**src/hdl/tpi_pkg.sv**
```systemverilog
`default_nettype none
package tpi_pkg;

  // sizes
  localparam int STACK_DEPTH     = 64;
  localparam int SINE_TABLE_SIZE = 1024;
  localparam int CNT_W           = $clog2(STACK_DEPTH + 1);
  localparam int TAB_AW          = $clog2(SINE_TABLE_SIZE + 1);
  localparam int NUM_REGS        = 5;
  localparam int ADDR_W          = $clog2(NUM_REGS * 4);

  // register reset values
  localparam logic [31:0] START_X_RST       = 32'd128000;
  localparam logic [31:0] START_Y_RST       = 32'd64000;
  localparam logic [15:0] START_HEADING_RST = 16'd49152;
  localparam logic [15:0] STEP_LENGTH_RST   = 16'd2560;
  localparam logic [15:0] TURN_STEP_RST     = 16'd16384;

  // register indexes
  localparam logic [ADDR_W-3:0] REG_START_X       = (ADDR_W-2)'(0);
  localparam logic [ADDR_W-3:0] REG_START_Y       = (ADDR_W-2)'(1);
  localparam logic [ADDR_W-3:0] REG_START_HEADING = (ADDR_W-2)'(2);
  localparam logic [ADDR_W-3:0] REG_STEP_LENGTH   = (ADDR_W-2)'(3);
  localparam logic [ADDR_W-3:0] REG_TURN_STEP     = (ADDR_W-2)'(4);

  // commands
  localparam logic CMD_SYMBOL  = 1'b0;
  localparam logic CMD_RESTART = 1'b1;

  // turtle symbols (ascii)
  localparam logic [7:0] SYM_FWD_DRAW  = 8'h46; // F
  localparam logic [7:0] SYM_FWD_MOVE  = 8'h66; // f
  localparam logic [7:0] SYM_HALF_DRAW = 8'h48; // H
  localparam logic [7:0] SYM_HALF_MOVE = 8'h68; // h
  localparam logic [7:0] SYM_TURN_POS  = 8'h2B; // +
  localparam logic [7:0] SYM_TURN_NEG  = 8'h2D; // -
  localparam logic [7:0] SYM_REVERSE   = 8'h7C; // |
  localparam logic [7:0] SYM_PUSH      = 8'h5B; // [
  localparam logic [7:0] SYM_POP       = 8'h5D; // ]

  // fault codes
  localparam logic [1:0] FAULT_NONE  = 2'd0;
  localparam logic [1:0] FAULT_FULL  = 2'd1;
  localparam logic [1:0] FAULT_EMPTY = 2'd2;
  localparam logic [1:0] FAULT_SAT   = 2'd3;

  localparam logic [15:0] QUARTER_TURN = 16'h4000;
  localparam logic [15:0] HALF_TURN    = 16'h8000;

  // turtle state held by the current registers and by each stack slot
  typedef struct packed {
    logic signed [31:0] x;
    logic signed [31:0] y;
    logic [15:0]        heading;
  } turtle_state_t;

  typedef enum logic [1:0] {
    STK_HOLD = 2'd0,
    STK_PUSH = 2'd1,
    STK_POP  = 2'd2
  } stack_op_t;

  // sine or cosine as sign and q1.15 magnitude
  typedef struct packed {
    logic        neg;
    logic [15:0] mag;
  } trig_t;

  typedef logic [15:0] sin_tab_t [SINE_TABLE_SIZE + 1];

  localparam longint unsigned HALF_PI_Q30 = 64'd1686629713;
  localparam longint unsigned TAYLOR_DIV [6] = '{64'd6, 64'd20, 64'd42, 64'd72, 64'd110, 64'd156};

  // quarter-wave table, taylor series to x^13 in q30, rounded to q1.15
  function automatic sin_tab_t build_sin_tab();
    sin_tab_t        tab;
    longint unsigned x;
    longint unsigned term;
    longint          sum;
    longint          r;
    for (int k = 0; k <= SINE_TABLE_SIZE; k++) begin
      x    = (HALF_PI_Q30 * 64'(k)) / SINE_TABLE_SIZE;
      term = x;
      sum  = $signed(x);
      for (int n = 1; n <= 6; n++) begin
        term = (term * x) >> 30;
        term = (term * x) >> 30;
        term = term / TAYLOR_DIV[n-1];
        if (n[0]) begin
          sum = sum - $signed(term);
        end else begin
          sum = sum + $signed(term);
        end
      end
      if (sum < 0) begin
        sum = 0;
      end
      r = (sum + 64'sd16384) >>> 15;
      if (r > 64'sd32768) begin
        r = 64'sd32768;
      end
      tab[k] = 16'(r);
    end
    return tab;
  endfunction

  // table index for a phase, mirrored in odd quadrants
  function automatic logic [TAB_AW-1:0] tab_index(logic [15:0] p);
    logic [TAB_AW+13:0] prod;
    logic [TAB_AW-1:0]  i;
    prod = (TAB_AW + 14)'(p[13:0]) * (TAB_AW + 14)'(SINE_TABLE_SIZE);
    i    = prod[TAB_AW+13:14];
    return p[14] ? TAB_AW'(SINE_TABLE_SIZE) - i : i;
  endfunction

endpackage
`default_nettype wire

```
**src/hdl/tpi_stack_cell.sv**
```systemverilog
`default_nettype none
module tpi_stack_cell
  import tpi_pkg::*;
(
  input  wire logic          clk,
  input  wire stack_op_t     op,
  input  wire turtle_state_t from_above,
  input  wire turtle_state_t from_below,
  output turtle_state_t      q
);

  // push shifts down from the slot above, pop shifts up from the slot below
  always_ff @(posedge clk) begin
    case (op)
      STK_PUSH: q <= from_above;
      STK_POP:  q <= from_below;
      default:  q <= q;
    endcase
  end

endmodule
`default_nettype wire

```
**config.mk**
```make
export PLATFORM = sky130hd
export DESIGN_NAME = tpi_stack_cell
export DESIGN_NICKNAME = d
export VERILOG_FILES = /design/src/hdl/tpi_pkg.sv /design/src/hdl/tpi_stack_cell.sv
export SDC_FILE = /design/constraint.sdc
export NUM_CORES = 1
export LEC_CHECK = 0
export ABC_AREA = 1
export BUFFER_PORTS_ARGS = -buffer_cell sky130_fd_sc_hd__buf_2
export CAP_MARGIN = 10
export CORE_MARGIN = 3
export CORE_UTILIZATION = 35
export CTS_BUF_LIST = sky130_fd_sc_hd__clkbuf_8 sky130_fd_sc_hd__clkbuf_16
export DETAILED_ROUTE_END_ITERATION = 7
export PLACE_DENSITY = 0.73
export SYNTH_ARGS = -nofsm -noshare
export SYNTH_HDL_FRONTEND = slang
export SYNTH_SLANG_ARGS = --single-unit
```
**constraint.sdc**
```tcl
create_clock -name clk -period 2.7 [get_ports clk]
set_input_delay 0.27 -clock clk [delete_from_list [all_inputs] [get_ports clk]]
set_output_delay 0.27 -clock clk [all_outputs]
set_load 0.005 [all_outputs]
```
# Word level (Yosys, flattened, before mapping)
# Index checks and enable logic that the tools add are counted.
[word_totals]
regBits = 80
in_bits = 163
out_inout_bits = 80
word_cells = 7
[classes]
n_eq_ne = 2
mux = 1
n_reduce_logical = 1
[op_table]
columns = ["op", "count"]
rows = [
  ["one-hot mux 80 bit (2 select lines)", 1],
  ["equality test 2 x 1 -> 1 bit (second input constant)", 1],
  ["equality test 2 bit (second input constant)", 1],
  ["nonzero test 2 bit", 1],
]

# Logic depth before layout (Yosys ltp)
[logic_depth]
word_depth = 2
ltp_mapped = 7
depth_no_buf = 5

# Least setup slack after synthesis
# No wires, ideal clock.
[synth_timing]
kind = "in2reg"
from = "input op[0]"
to = "register q[0] in the netlist's numbering, enable pin"
setup_time_ns = 0.434
arrival_time_ns = 2.133
required_ns = 2.266
slack_ns = 0.133
path_stages = 3
path_buffers = 0
path_cell_list = "inv_1 > ha_1 > inv_1"
[synth_between]
elab_chain_cells = 2
elab_cells_between_ends = 3
cone_classes = "2 x eq/ne; 1 x reduce/logical"
[synth_lines]
columns = ["item", "line", "source"]
rows = [
  ["start, declared", "tpi_stack_cell.sv:6", "input wire stack_op_t op,"],
  ["equality test 2 bit or equality test 2 x 1 -> 1 bit (tied branches)", "tpi_stack_cell.sv:14", "case (op)"],
  ["nonzero test 2 bit (no source line) *", "--", ""],
  ["end signal, assigned", "tpi_stack_cell.sv:15", "STK_PUSH: q <= from_above;"],
  ["end signal, assigned", "tpi_stack_cell.sv:16", "STK_POP: q <= from_below;"],
  ["end signal, assigned", "tpi_stack_cell.sv:17", "default: q <= q;"],
  ["end, declared", "tpi_stack_cell.sv:9", "output turtle_state_t q"],
]
# Every way passes the cells marked *; elsewhere a longest branch is shown, timed or not.
# A chain may end at the register's enable or synchronous reset.

# Final worst setup path
[layout_timing]
from = "input op[0]"
to = "register q[52] in the netlist's numbering, data pin"
[layout_between]
elab_chain_cells = 2
elab_cells_between_ends = 3
cone_classes = "2 x eq/ne; 1 x mux"
[layout_lines]
columns = ["item", "line"]
rows = [
  ["equality test 2 bit or equality test 2 x 1 -> 1 bit (tied branches)", "tpi_stack_cell.sv:14"],
  ["one-hot mux 80 bit (2 select lines) *", "tpi_stack_cell.sv:14"],
]
# Marked as above.

==> results.md <==
- Outcome: completed
- Rows: 35
- CTS tree: built
- Drt via density: 4.32
- Largest regs: q: 80 flops
- Worst slew pin tran: 0.552 ns
- Max-slew headroom: 0.632
- Yosys top cell area share: 0.692
- Ys async rst share: 0
- Largest cells by area after synthesis: edfxtp_1, nand2_1, buf_6
- TritonCTS Buffers: 9
- Final WL: 9380 um
- Syn Area/Cell: 10.2 um^2
- Initial antenna violation count: 0
- Port bufs: 242
- Fin. Hold Viols: 0
- Crit-path max FO: 80
- Final nets: 744
- Root Driver: clkbuf_8
- DP HPWL: 7050 um
- Met3 Track Usage GR: 0.0576
- RSZ-0062 raised after global routing: no
- Final setup vio count: 0
- GRT Max-Usage Layer: met2
- Post-synth cell types: 7
- Mapped Nets: 505
- Core Footprint: 9460 um^2
- Slew Limit Fails: 0
- WHS: 0.180 ns
- Synth Instances: 341
- Worst setup EP type: flip-flop
- Antenna Cells: 0
- Quantity of gates resized following cts: 0
- Total grt overflow: 0
- CTS H-tree depth: 3
- Post-synth EDFFs: 80
- Synth area leader: edfxtp_1
- Die width: 106 um
- FMAX: 849 MHz
- Top_reg_cell synth: edfxtp_1
- Syn Std Cell Area: 3470 um^2
- P&R area growth vs syn: 42.0%
- WP data required: 2.79 ns
- Setup crit start kind: primary input
- DR vias: 3087
- Die Ht: 106 um
- Met2 usage: 0.282
- Vias in the first global route: 2965
- Iter 0 DRT Violations: 129
- Residual DRC count: 0
- Syn. warnings: 0
- PwrDens: 605 nW/um^2
- Initial Util: 0.367
- I/O pin count: 243
- Fillers: 872
- Pre-CTS WS: 1.17 ns
- CTS sink count: 80
- First-pass GRT wire length: 14200 um
- Crit path arrival time: 1.27 ns
- Setup Fix Bufs, Post-CTS: 0
- Antenna viol nets, final: 0
- Most frequent cell after synthesis: nand2_1
- #FFs+latches synth: 80
- Top cells by count, synth: nand2_1, edfxtp_1, buf_6
- Sequential element share of the synthesized area: 0.692
- Worst vdd ir: 0.000285 V
- Pleak: 0.00255 uW
- Biggest register: q
- Clock transition at path regs: 0.09 ns
- Fin crit share: 0.436
- Gr usage total: 0.162
- Pre-Repair DR Iteration Count: 4
- Final Worst Setup Slack: 1.52 ns
- Share of layout cells above drive strength 1: 0.446
- WS Path Type: primary input to flip-flop
- Avg WL per Cell: 13.1 um
- Max FFs per register: 80
- Max cap viols: 0
- Setup TNS Final: 0 ns
- Hold WC Path Type: primary input to flip-flop
- Largest net degree at the start of global routing: 81
- Met1 usage: 0.185
- Tmin final: 1.18 ns
- CTS max path bufs: 2
- Placer Congestion: 0.785
- Hold Buf Count CTS: 0
- Die footprint: 11200 um^2
[critical path: stages]
cell and delay [ns]:
buf_2 0.09, inv_1 0.05, ha_2 0.35, inv_6 0.26
nand2_1 0.14, nand2_1 0.07
[layout make-up]
type / count / area, um^2 / area share
clock buffer: 9 / 124 / 0.0251
timing repair buffer: 245 / 1250 / 0.253
clock inverter: 7 / 63.8 / 0.0129
multi-input combinational: 241 / 916 / 0.186
sequential: 80 / 2400 / 0.487
inverter: 3 / 17.5 / 0.00355
tap: 129 / 161 / 0.0327
[where the power goes]
part | total [uW] | internal [uW] | leakage, uW | switching, uW
logic | 515 | 243 | 0.00169 | 272
registers | 1630 | 1580 | 0.000781 | 43.1
clock network | 841 | 418 | 0.0000877 | 424
[through the flow]
step                 util  total power, uW  cells  area [um^2]
global route        0.521             3150    714         4930
CTS                 0.521             3020    714         4930
detailed placement  0.501             2180    698         4740
floorplan               -             1850    341         3470
global placement    0.501             2160    698         4740
finish              0.521             2980    714         4930
[layout by cell type, fill, tap and decap left out, drive strengths merged]
master / n
buf: 245
nand2: 240
edfxtp: 80
clkbuf: 9
clkinvlp: 3
inv: 3
clkinv: 3
ha: 1
bufinv: 1
[cell families (layout without fill, tap and decap cells)]
kind of cell	after synthesis	after routing	synth area share
adders and majority gates	1	1	0.00360
DFF	80	80	0.692
and+or+nand+nor	240	240	0.259
buffers and inverters	20	264	0.0454
[path summary, 6_finish.rpt]
kind	endpoint	slack, ns	from	cells past startpoint
hold / removal	q[78]$_DFFE_PP_	0.18	from_above[78]	3
setup / recovery	q[52]$_DFFE_PP_	1.52	op[0]	6
[per-layer routing]
| metal | vias to the layer above | wire [um] |
|---|---|---|
| met3 | 14 | 930 |
| met1 | 1353 | 3550 |
| met2 | 155 | 4760 |
| met5 | - | 0 |
| li1 | 1565 | - |
| met4 | 0 | 141 |
(Power assumes the default switching activity.)
