<file path="config.mk">
export PLATFORM = sky130hd
export DESIGN_NAME = tpi_advance
export DESIGN_NICKNAME = d
export VERILOG_FILES = /design/src/hdl/tpi_pkg.sv /design/src/hdl/tpi_advance.sv
export SDC_FILE = /design/constraint.sdc
export NUM_CORES = 1
export LEC_CHECK = 0
export BUFFER_PORTS_ARGS = -buffer_cell sky130_fd_sc_hd__buf_2
export CAP_MARGIN = 40
export CORE_MARGIN = 2
export CORE_UTILIZATION = 48
export DETAILED_ROUTE_END_ITERATION = 8
export MAX_ROUTING_LAYER = met4
export PLACE_DENSITY = 0.74
export SETUP_SLACK_MARGIN = 0.02
export SLEW_MARGIN = 40
export SYNTH_ARGS = -nofsm -noshare
export SYNTH_HDL_FRONTEND = slang
export SYNTH_SLANG_ARGS = --single-unit
</file>
<file path="constraint.sdc">
create_clock -name vclk -period 22.9
set_input_delay 2.29 -clock vclk [all_inputs]
set_output_delay 2.29 -clock vclk [all_outputs]
set_load 0.02 [all_outputs]
</file>
<file path="src/hdl/tpi_pkg.sv">
`default_nettype none
package tpi_pkg;

  // sizes
  localparam int STACK_DEPTH     = 64;
  localparam int SINE_TABLE_SIZE = 1024;
  localparam int CNT_W           = $clog2(STACK_DEPTH + 1);
  localparam int TAB_AW          = $clog2(SINE_TABLE_SIZE + 1);
  localparam int NUM_REGS        = 5;
  localparam int ADDR_W          = $clog2(NUM_REGS * 4);

  // register reset values
  localparam logic [31:0] START_X_RST       = 32'd128000;
  localparam logic [31:0] START_Y_RST       = 32'd64000;
  localparam logic [15:0] START_HEADING_RST = 16'd49152;
  localparam logic [15:0] STEP_LENGTH_RST   = 16'd2560;
  localparam logic [15:0] TURN_STEP_RST     = 16'd16384;

  // register indexes
  localparam logic [ADDR_W-3:0] REG_START_X       = (ADDR_W-2)'(0);
  localparam logic [ADDR_W-3:0] REG_START_Y       = (ADDR_W-2)'(1);
  localparam logic [ADDR_W-3:0] REG_START_HEADING = (ADDR_W-2)'(2);
  localparam logic [ADDR_W-3:0] REG_STEP_LENGTH   = (ADDR_W-2)'(3);
  localparam logic [ADDR_W-3:0] REG_TURN_STEP     = (ADDR_W-2)'(4);

  // commands
  localparam logic CMD_SYMBOL  = 1'b0;
  localparam logic CMD_RESTART = 1'b1;

  // turtle symbols (ascii)
  localparam logic [7:0] SYM_FWD_DRAW  = 8'h46; // F
  localparam logic [7:0] SYM_FWD_MOVE  = 8'h66; // f
  localparam logic [7:0] SYM_HALF_DRAW = 8'h48; // H
  localparam logic [7:0] SYM_HALF_MOVE = 8'h68; // h
  localparam logic [7:0] SYM_TURN_POS  = 8'h2B; // +
  localparam logic [7:0] SYM_TURN_NEG  = 8'h2D; // -
  localparam logic [7:0] SYM_REVERSE   = 8'h7C; // |
  localparam logic [7:0] SYM_PUSH      = 8'h5B; // [
  localparam logic [7:0] SYM_POP       = 8'h5D; // ]

  // fault codes
  localparam logic [1:0] FAULT_NONE  = 2'd0;
  localparam logic [1:0] FAULT_FULL  = 2'd1;
  localparam logic [1:0] FAULT_EMPTY = 2'd2;
  localparam logic [1:0] FAULT_SAT   = 2'd3;

  localparam logic [15:0] QUARTER_TURN = 16'h4000;
  localparam logic [15:0] HALF_TURN    = 16'h8000;

  // turtle state held by the current registers and by each stack slot
  typedef struct packed {
    logic signed [31:0] x;
    logic signed [31:0] y;
    logic [15:0]        heading;
  } turtle_state_t;

  typedef enum logic [1:0] {
    STK_HOLD = 2'd0,
    STK_PUSH = 2'd1,
    STK_POP  = 2'd2
  } stack_op_t;

  // sine or cosine as sign and q1.15 magnitude
  typedef struct packed {
    logic        neg;
    logic [15:0] mag;
  } trig_t;

  typedef logic [15:0] sin_tab_t [SINE_TABLE_SIZE + 1];

  localparam longint unsigned HALF_PI_Q30 = 64'd1686629713;
  localparam longint unsigned TAYLOR_DIV [6] = '{64'd6, 64'd20, 64'd42, 64'd72, 64'd110, 64'd156};

  // quarter-wave table, taylor series to x^13 in q30, rounded to q1.15
  function automatic sin_tab_t build_sin_tab();
    sin_tab_t        tab;
    longint unsigned x;
    longint unsigned term;
    longint          sum;
    longint          r;
    for (int k = 0; k <= SINE_TABLE_SIZE; k++) begin
      x    = (HALF_PI_Q30 * 64'(k)) / SINE_TABLE_SIZE;
      term = x;
      sum  = $signed(x);
      for (int n = 1; n <= 6; n++) begin
        term = (term * x) >> 30;
        term = (term * x) >> 30;
        term = term / TAYLOR_DIV[n-1];
        if (n[0]) begin
          sum = sum - $signed(term);
        end else begin
          sum = sum + $signed(term);
        end
      end
      if (sum < 0) begin
        sum = 0;
      end
      r = (sum + 64'sd16384) >>> 15;
      if (r > 64'sd32768) begin
        r = 64'sd32768;
      end
      tab[k] = 16'(r);
    end
    return tab;
  endfunction

  // table index for a phase, mirrored in odd quadrants
  function automatic logic [TAB_AW-1:0] tab_index(logic [15:0] p);
    logic [TAB_AW+13:0] prod;
    logic [TAB_AW-1:0]  i;
    prod = (TAB_AW + 14)'(p[13:0]) * (TAB_AW + 14)'(SINE_TABLE_SIZE);
    i    = prod[TAB_AW+13:14];
    return p[14] ? TAB_AW'(SINE_TABLE_SIZE) - i : i;
  endfunction

endpackage
`default_nettype wire

</file>
<file path="src/hdl/tpi_advance.sv">
`default_nettype none
module tpi_advance
  import tpi_pkg::*;
(
  input  wire logic signed [31:0] pos,
  input  wire trig_t              factor,
  input  wire logic [15:0]        step_length,
  input  wire logic               half,
  output logic signed [31:0]      pos_next,
  output logic                    sat
);

  logic [31:0]        prod;
  logic [32:0]        rounded;
  logic [17:0]        delta;
  logic signed [33:0] pos_ext;
  logic signed [33:0] delta_ext;
  logic signed [33:0] sum;

  // magnitude product, rounded half away from zero by the sign split
  assign prod    = 32'(factor.mag) * 32'(step_length);
  assign rounded = 33'(prod) + (half ? 33'h8000 : 33'h4000);
  assign delta   = half ? {1'b0, rounded[32:16]} : rounded[32:15];

  assign pos_ext   = 34'(pos);
  assign delta_ext = factor.neg ? -$signed(34'(delta)) : $signed(34'(delta));
  assign sum       = pos_ext + delta_ext;

  // saturate to the 32 bit signed range
  assign sat = (sum[33:31] != 3'b000) && (sum[33:31] != 3'b111);

  always_comb begin
    if (!sat) begin
      pos_next = sum[31:0];
    end else if (sum[33]) begin
      pos_next = 32'sh8000_0000;
    end else begin
      pos_next = 32'sh7FFF_FFFF;
    end
  end

endmodule
`default_nettype wire

</file>
Word-level counts from Yosys, hierarchy flattened. Cells that the tools add are included.

Flip-flop bits (word level): 0. Bits of input ports: 66.

$add $sub $neg: 3. Multipliers: 1. Equal/unequal tests: 1. Muxes and demuxes: 5. Reduce and logical (&&, ||, !) cells: 2.

Operators by type and width (number): 2-to-1 mux 32 bit (2); adder 32 x 34 -> 34 bit (1); 2-to-1 mux 34 bit (1); negation 18 -> 34 bit (1); adder 32 x 16 -> 33 bit (1); multiplier 16 x 16 -> 32 bit (1); 2-to-1 mux 18 bit (1); 2-to-1 mux 16 bit (1); != test 3 bit (second input constant) (1); nonzero test 3 bit (1); logical AND 1 bit (1).

Longest topological paths before layout.
Depth in word-level cells: 9. Mapped depth: 42.

Least setup slack after synthesis. Ideal clock, no wire load.

Path kind: input -> output. From: input port step_length[7]. To: output port sat. Arrival time: 11.864 ns. Required time: 20.610 ns. Path slack: 8.746 ns. Cell stages on the path: 39. Cell sequence: clkbuf_1 -> nand2_1 -> fa_1 -> inv_1 -> fa_1 -> inv_1 -> fa_1 -> inv_1 -> fa_1 -> fa_1 -> inv_1 -> fa_1 -> inv_1 -> ha_1 -> buf_2 -> nand2_1 -> nor3_1 -> a31oi_2 -> [3 not listed] -> a221o_1 -> or4_4 -> or3_4 -> nor2_2 -> nor2_1 -> ha_1 -> and3_1 -> and4_1 -> a311oi_1 -> a21oi_1 -> o31a_1 -> o21a_1 -> clkbuf_1 -> a311oi_1 -> nand2_1 -> mux2_2 -> buf_6 -> o21ai_0.

Cells in the longest elaborated chain, start to end: 8. Elaborated cells on any way between the ends: 9.

RTL lines: from (decl) (RTL line tpi_advance.sv:7) `input wire logic [15:0] step_length,`; multiplier 16 x 16 -> 32 bit (*) (RTL line tpi_advance.sv:21) `assign prod = 32'(factor.mag) * 32'(step_length);`; adder 32 x 16 -> 33 bit (*) (RTL line tpi_advance.sv:22) `assign rounded = 33'(prod) + (half ? 33'h8000 : 33'h4000);`; 2-to-1 mux 18 bit (*) (RTL line tpi_advance.sv:23) `assign delta = half ? {1'b0, rounded[32:16]} : rounded[32:15];`; negation 18 -> 34 bit (RTL line tpi_advance.sv:26) `assign delta_ext = factor.neg ? -$signed(34'(delta)) : $signed(34'(delta));`; 2-to-1 mux 34 bit (*) (RTL line tpi_advance.sv:26); adder 32 x 34 -> 34 bit (*) (RTL line tpi_advance.sv:27) `assign sum = pos_ext + delta_ext;`; != test 3 bit / nonzero test 3 bit (equally long branches) (RTL line tpi_advance.sv:30) `assign sat = (sum[33:31] != 3'b000) && (sum[33:31] != 3'b111);`; logical AND 1 bit (*) (RTL line tpi_advance.sv:30); to (decl) (RTL line tpi_advance.sv:10) `output logic sat`.

Mark *: on every way between the ends. The rest lies on a longest branch, timed or not.

Worst setup path after layout.
From: input port step_length[7]. To: output port pos_next[11].

Cells in the longest elaborated chain, start to end: 9. Elaborated cells on any way between the ends: 11.

RTL lines: multiplier 16 x 16 -> 32 bit (*) (RTL line tpi_advance.sv:21); adder 32 x 16 -> 33 bit (*) (RTL line tpi_advance.sv:22); 2-to-1 mux 18 bit (*) (RTL line tpi_advance.sv:23); negation 18 -> 34 bit (RTL line tpi_advance.sv:26); 2-to-1 mux 34 bit (*) (RTL line tpi_advance.sv:26); adder 32 x 34 -> 34 bit (*) (RTL line tpi_advance.sv:27); != test 3 bit / nonzero test 3 bit (equally long branches) (RTL line tpi_advance.sv:30); logical AND 1 bit (RTL line tpi_advance.sv:30); 2-to-1 mux 32 bit (*) (RTL line tpi_advance.sv:33) `if (!sat) begin`; to (decl) (RTL line tpi_advance.sv:9) `output logic signed [31:0] pos_next,`.

Marked as above.

==> impl_metrics.yaml <==
clock_network:
  postCtsResizedCells: 0
  post_cts.repair.setup_buffers: 0
  cts.hold.buffers_added: 0
sta:
  maxClockFrequency_mhz: 64.4
  setup-tns-final_ps: 0
  slew_viol_final: 0
  finalCritPeriodShare_pct: 67.8
  tightest_slew_ps: 748
  setup_slack_ps: 7370
  rsz0062_at_grt: "false"
  period_needed_ps: 15530
  worst_slew_margin_rel_pct: 50.1
  setup_viol_count_final: 0
  report.final.hold_viol_count: 0
final_layout:
  drive_above_1_share_pct: 8.23
  flow.area_growth_from_synthesis_pct: 5.45
  fin_util_pct: 51.4
  final_nets: 1921
  clk_buffers: 0
  seq_cells: 0
  sequential_cell_area_um2: 0
  final-instance-count-excl-fill: 1832
critical_path:
  timing.critical_path.arrival_ps: 13240
  timing.setup.critical_path_class: "input pin to output pin"
  timing.critical_path.slowest_stage_cell: "a311oi_1"
  crit_family: "adder cells"
  startpoint: "step_length[7]"
  worstPathBufferInverterCount: 7
  worst-path-max-fanout: 32
  cp_num_cells: 39
  critPathLaunchType: "input pin"
  crit_path_frequent_cell: "fa_1"
  endpoint_kind: "output pin"
  slowest_delay_ps: 570
  critPathRequiredTime_ps: 20610
logic_synthesis:
  mappedNetlistNets: 1883
  synth.largest_area_cell: "fa_1"
  synth_cell_types: 79
  synth.cells.most_frequent: "inv_1 (258), fa_1 (197), nand2_1 (196)"
  seq_area_frac_synth_pct: 0
  synth.yosys.warnings: 0
  synthesis.instances: 1471
  yosysMostFrequentCell: "inv_1"
  synthTopCellsByArea: "fa_1 (33%), ha_1 (16%), inv_1 (8.2%), and2_1 (6.6%), nand2_1 (6.2%)"
  synth.avg_cell_area_um2: 8.00
  synth.top_cell.area_share_pct: 33.5
  post_synth_instance_area_um2: 11800
route:
  post_drt_via_cell_ratio: 5.61
  total_number_of_vias: 10300
  route.final.wire_length_um: 29600
  drtIter0Drc: 921
  post_route_drc_violation_count: 0
  antenna_violating_nets_post_route: 0
  detailedRoute.firstPassIterationCount: 6
  avgRoutedWirePerCell_um: 16.2
global_routing:
  vias_in_the_first_global_route: 10500
  grt_usage_pct: 24.6
  grt_pass1_wl_um: 51400
  grt_antenna_before_repair: 1
  grt-ovfl-total: 0
  grt_max_degree: 39
placement:
  place_ws_ps: 7440
  port-buffer-count: 99
  routabilityCongestion: 0.955
  dp.cells: 1831
  detailedPlacementHpwl_um: 24400
floorplan:
  rows: 57
  die_height_um: 161
  ioPinCount: 99
  die_w_um: 161
  floorplan.die_area_um2: 25800
  effective_utilization_at_floorplan_pct: 48.7
  floorplan.core_area_um2: 24200
worst_hold_path:
  worst_hold_startpoint: "pos[0]"
  min_delay_path_depth: 4
  type_of_the_worst_min_delay_path: "input pin to output pin"
flow_run:
  max_cap_violations: 0
outcome:
  result_of_the_run: "complete, no violations"
cell families after synthesis:
family	count (synthesis)	synth area share [%]
buffers and inverters	322	10.5
muxes	5	0.446
adders and majority gates	346	49.3
AOI/OAI and AO/OA	288	16.9
xor gates and xnor gates	49	3.71
and+or+nand+nor	461	19.1
per-layer routing:
layer  vias up  GRT usage [%]  wire length (um)
met5         -              -                 0
met1      5009           34.4             13600
met2       373           40.6             13700
li1       4871              -                 -
met3        25           2.07              2050
met4         0           2.74               305
placed cells by master, fill, tap and decap left out, types with 8 or more instances in the layout:
master	instances
xor2_1	15
a211oi_1	9
xnor2_1	33
buf_2	99
fa_1	197
and2_1	125
nor3_1	12
nor2_1	60
o211ai_1	15
o2bb2ai_1	33
a21o_1	17
inv_1	258
a21oi_1	80
nand4_1	10
o31ai_1	8
nand2_1	196
ha_1	149
o21ai_0	45
o31a_1	11
o21a_1	12
nand3_1	12
worst paths after layout:
check / endpoint / slack, ps
max: pos_next[11] / 7370
min: pos_next[0] / 5040
cell type report:
class / instances / area [um^2]
antenna: 1 / 2.50
timing repair buffer: 100 / 503
fill: 2263 / 11800
tap: 324 / 405
multi-input combinational: 1149 / 10500
inverter: 258 / 968
stage by stage:
stage	hold slack, ps	cell area (um^2)
after CTS	5050	12400
after global routing	5080	12400
after global placement	5040	12400
after floorplan	4910	11800
final	5040	12400
after detailed placement	5040	12400
Power is left out: the tool's default activity adds up to more than one toggle a clock period on the data nets, which glitch-free logic cannot reach.
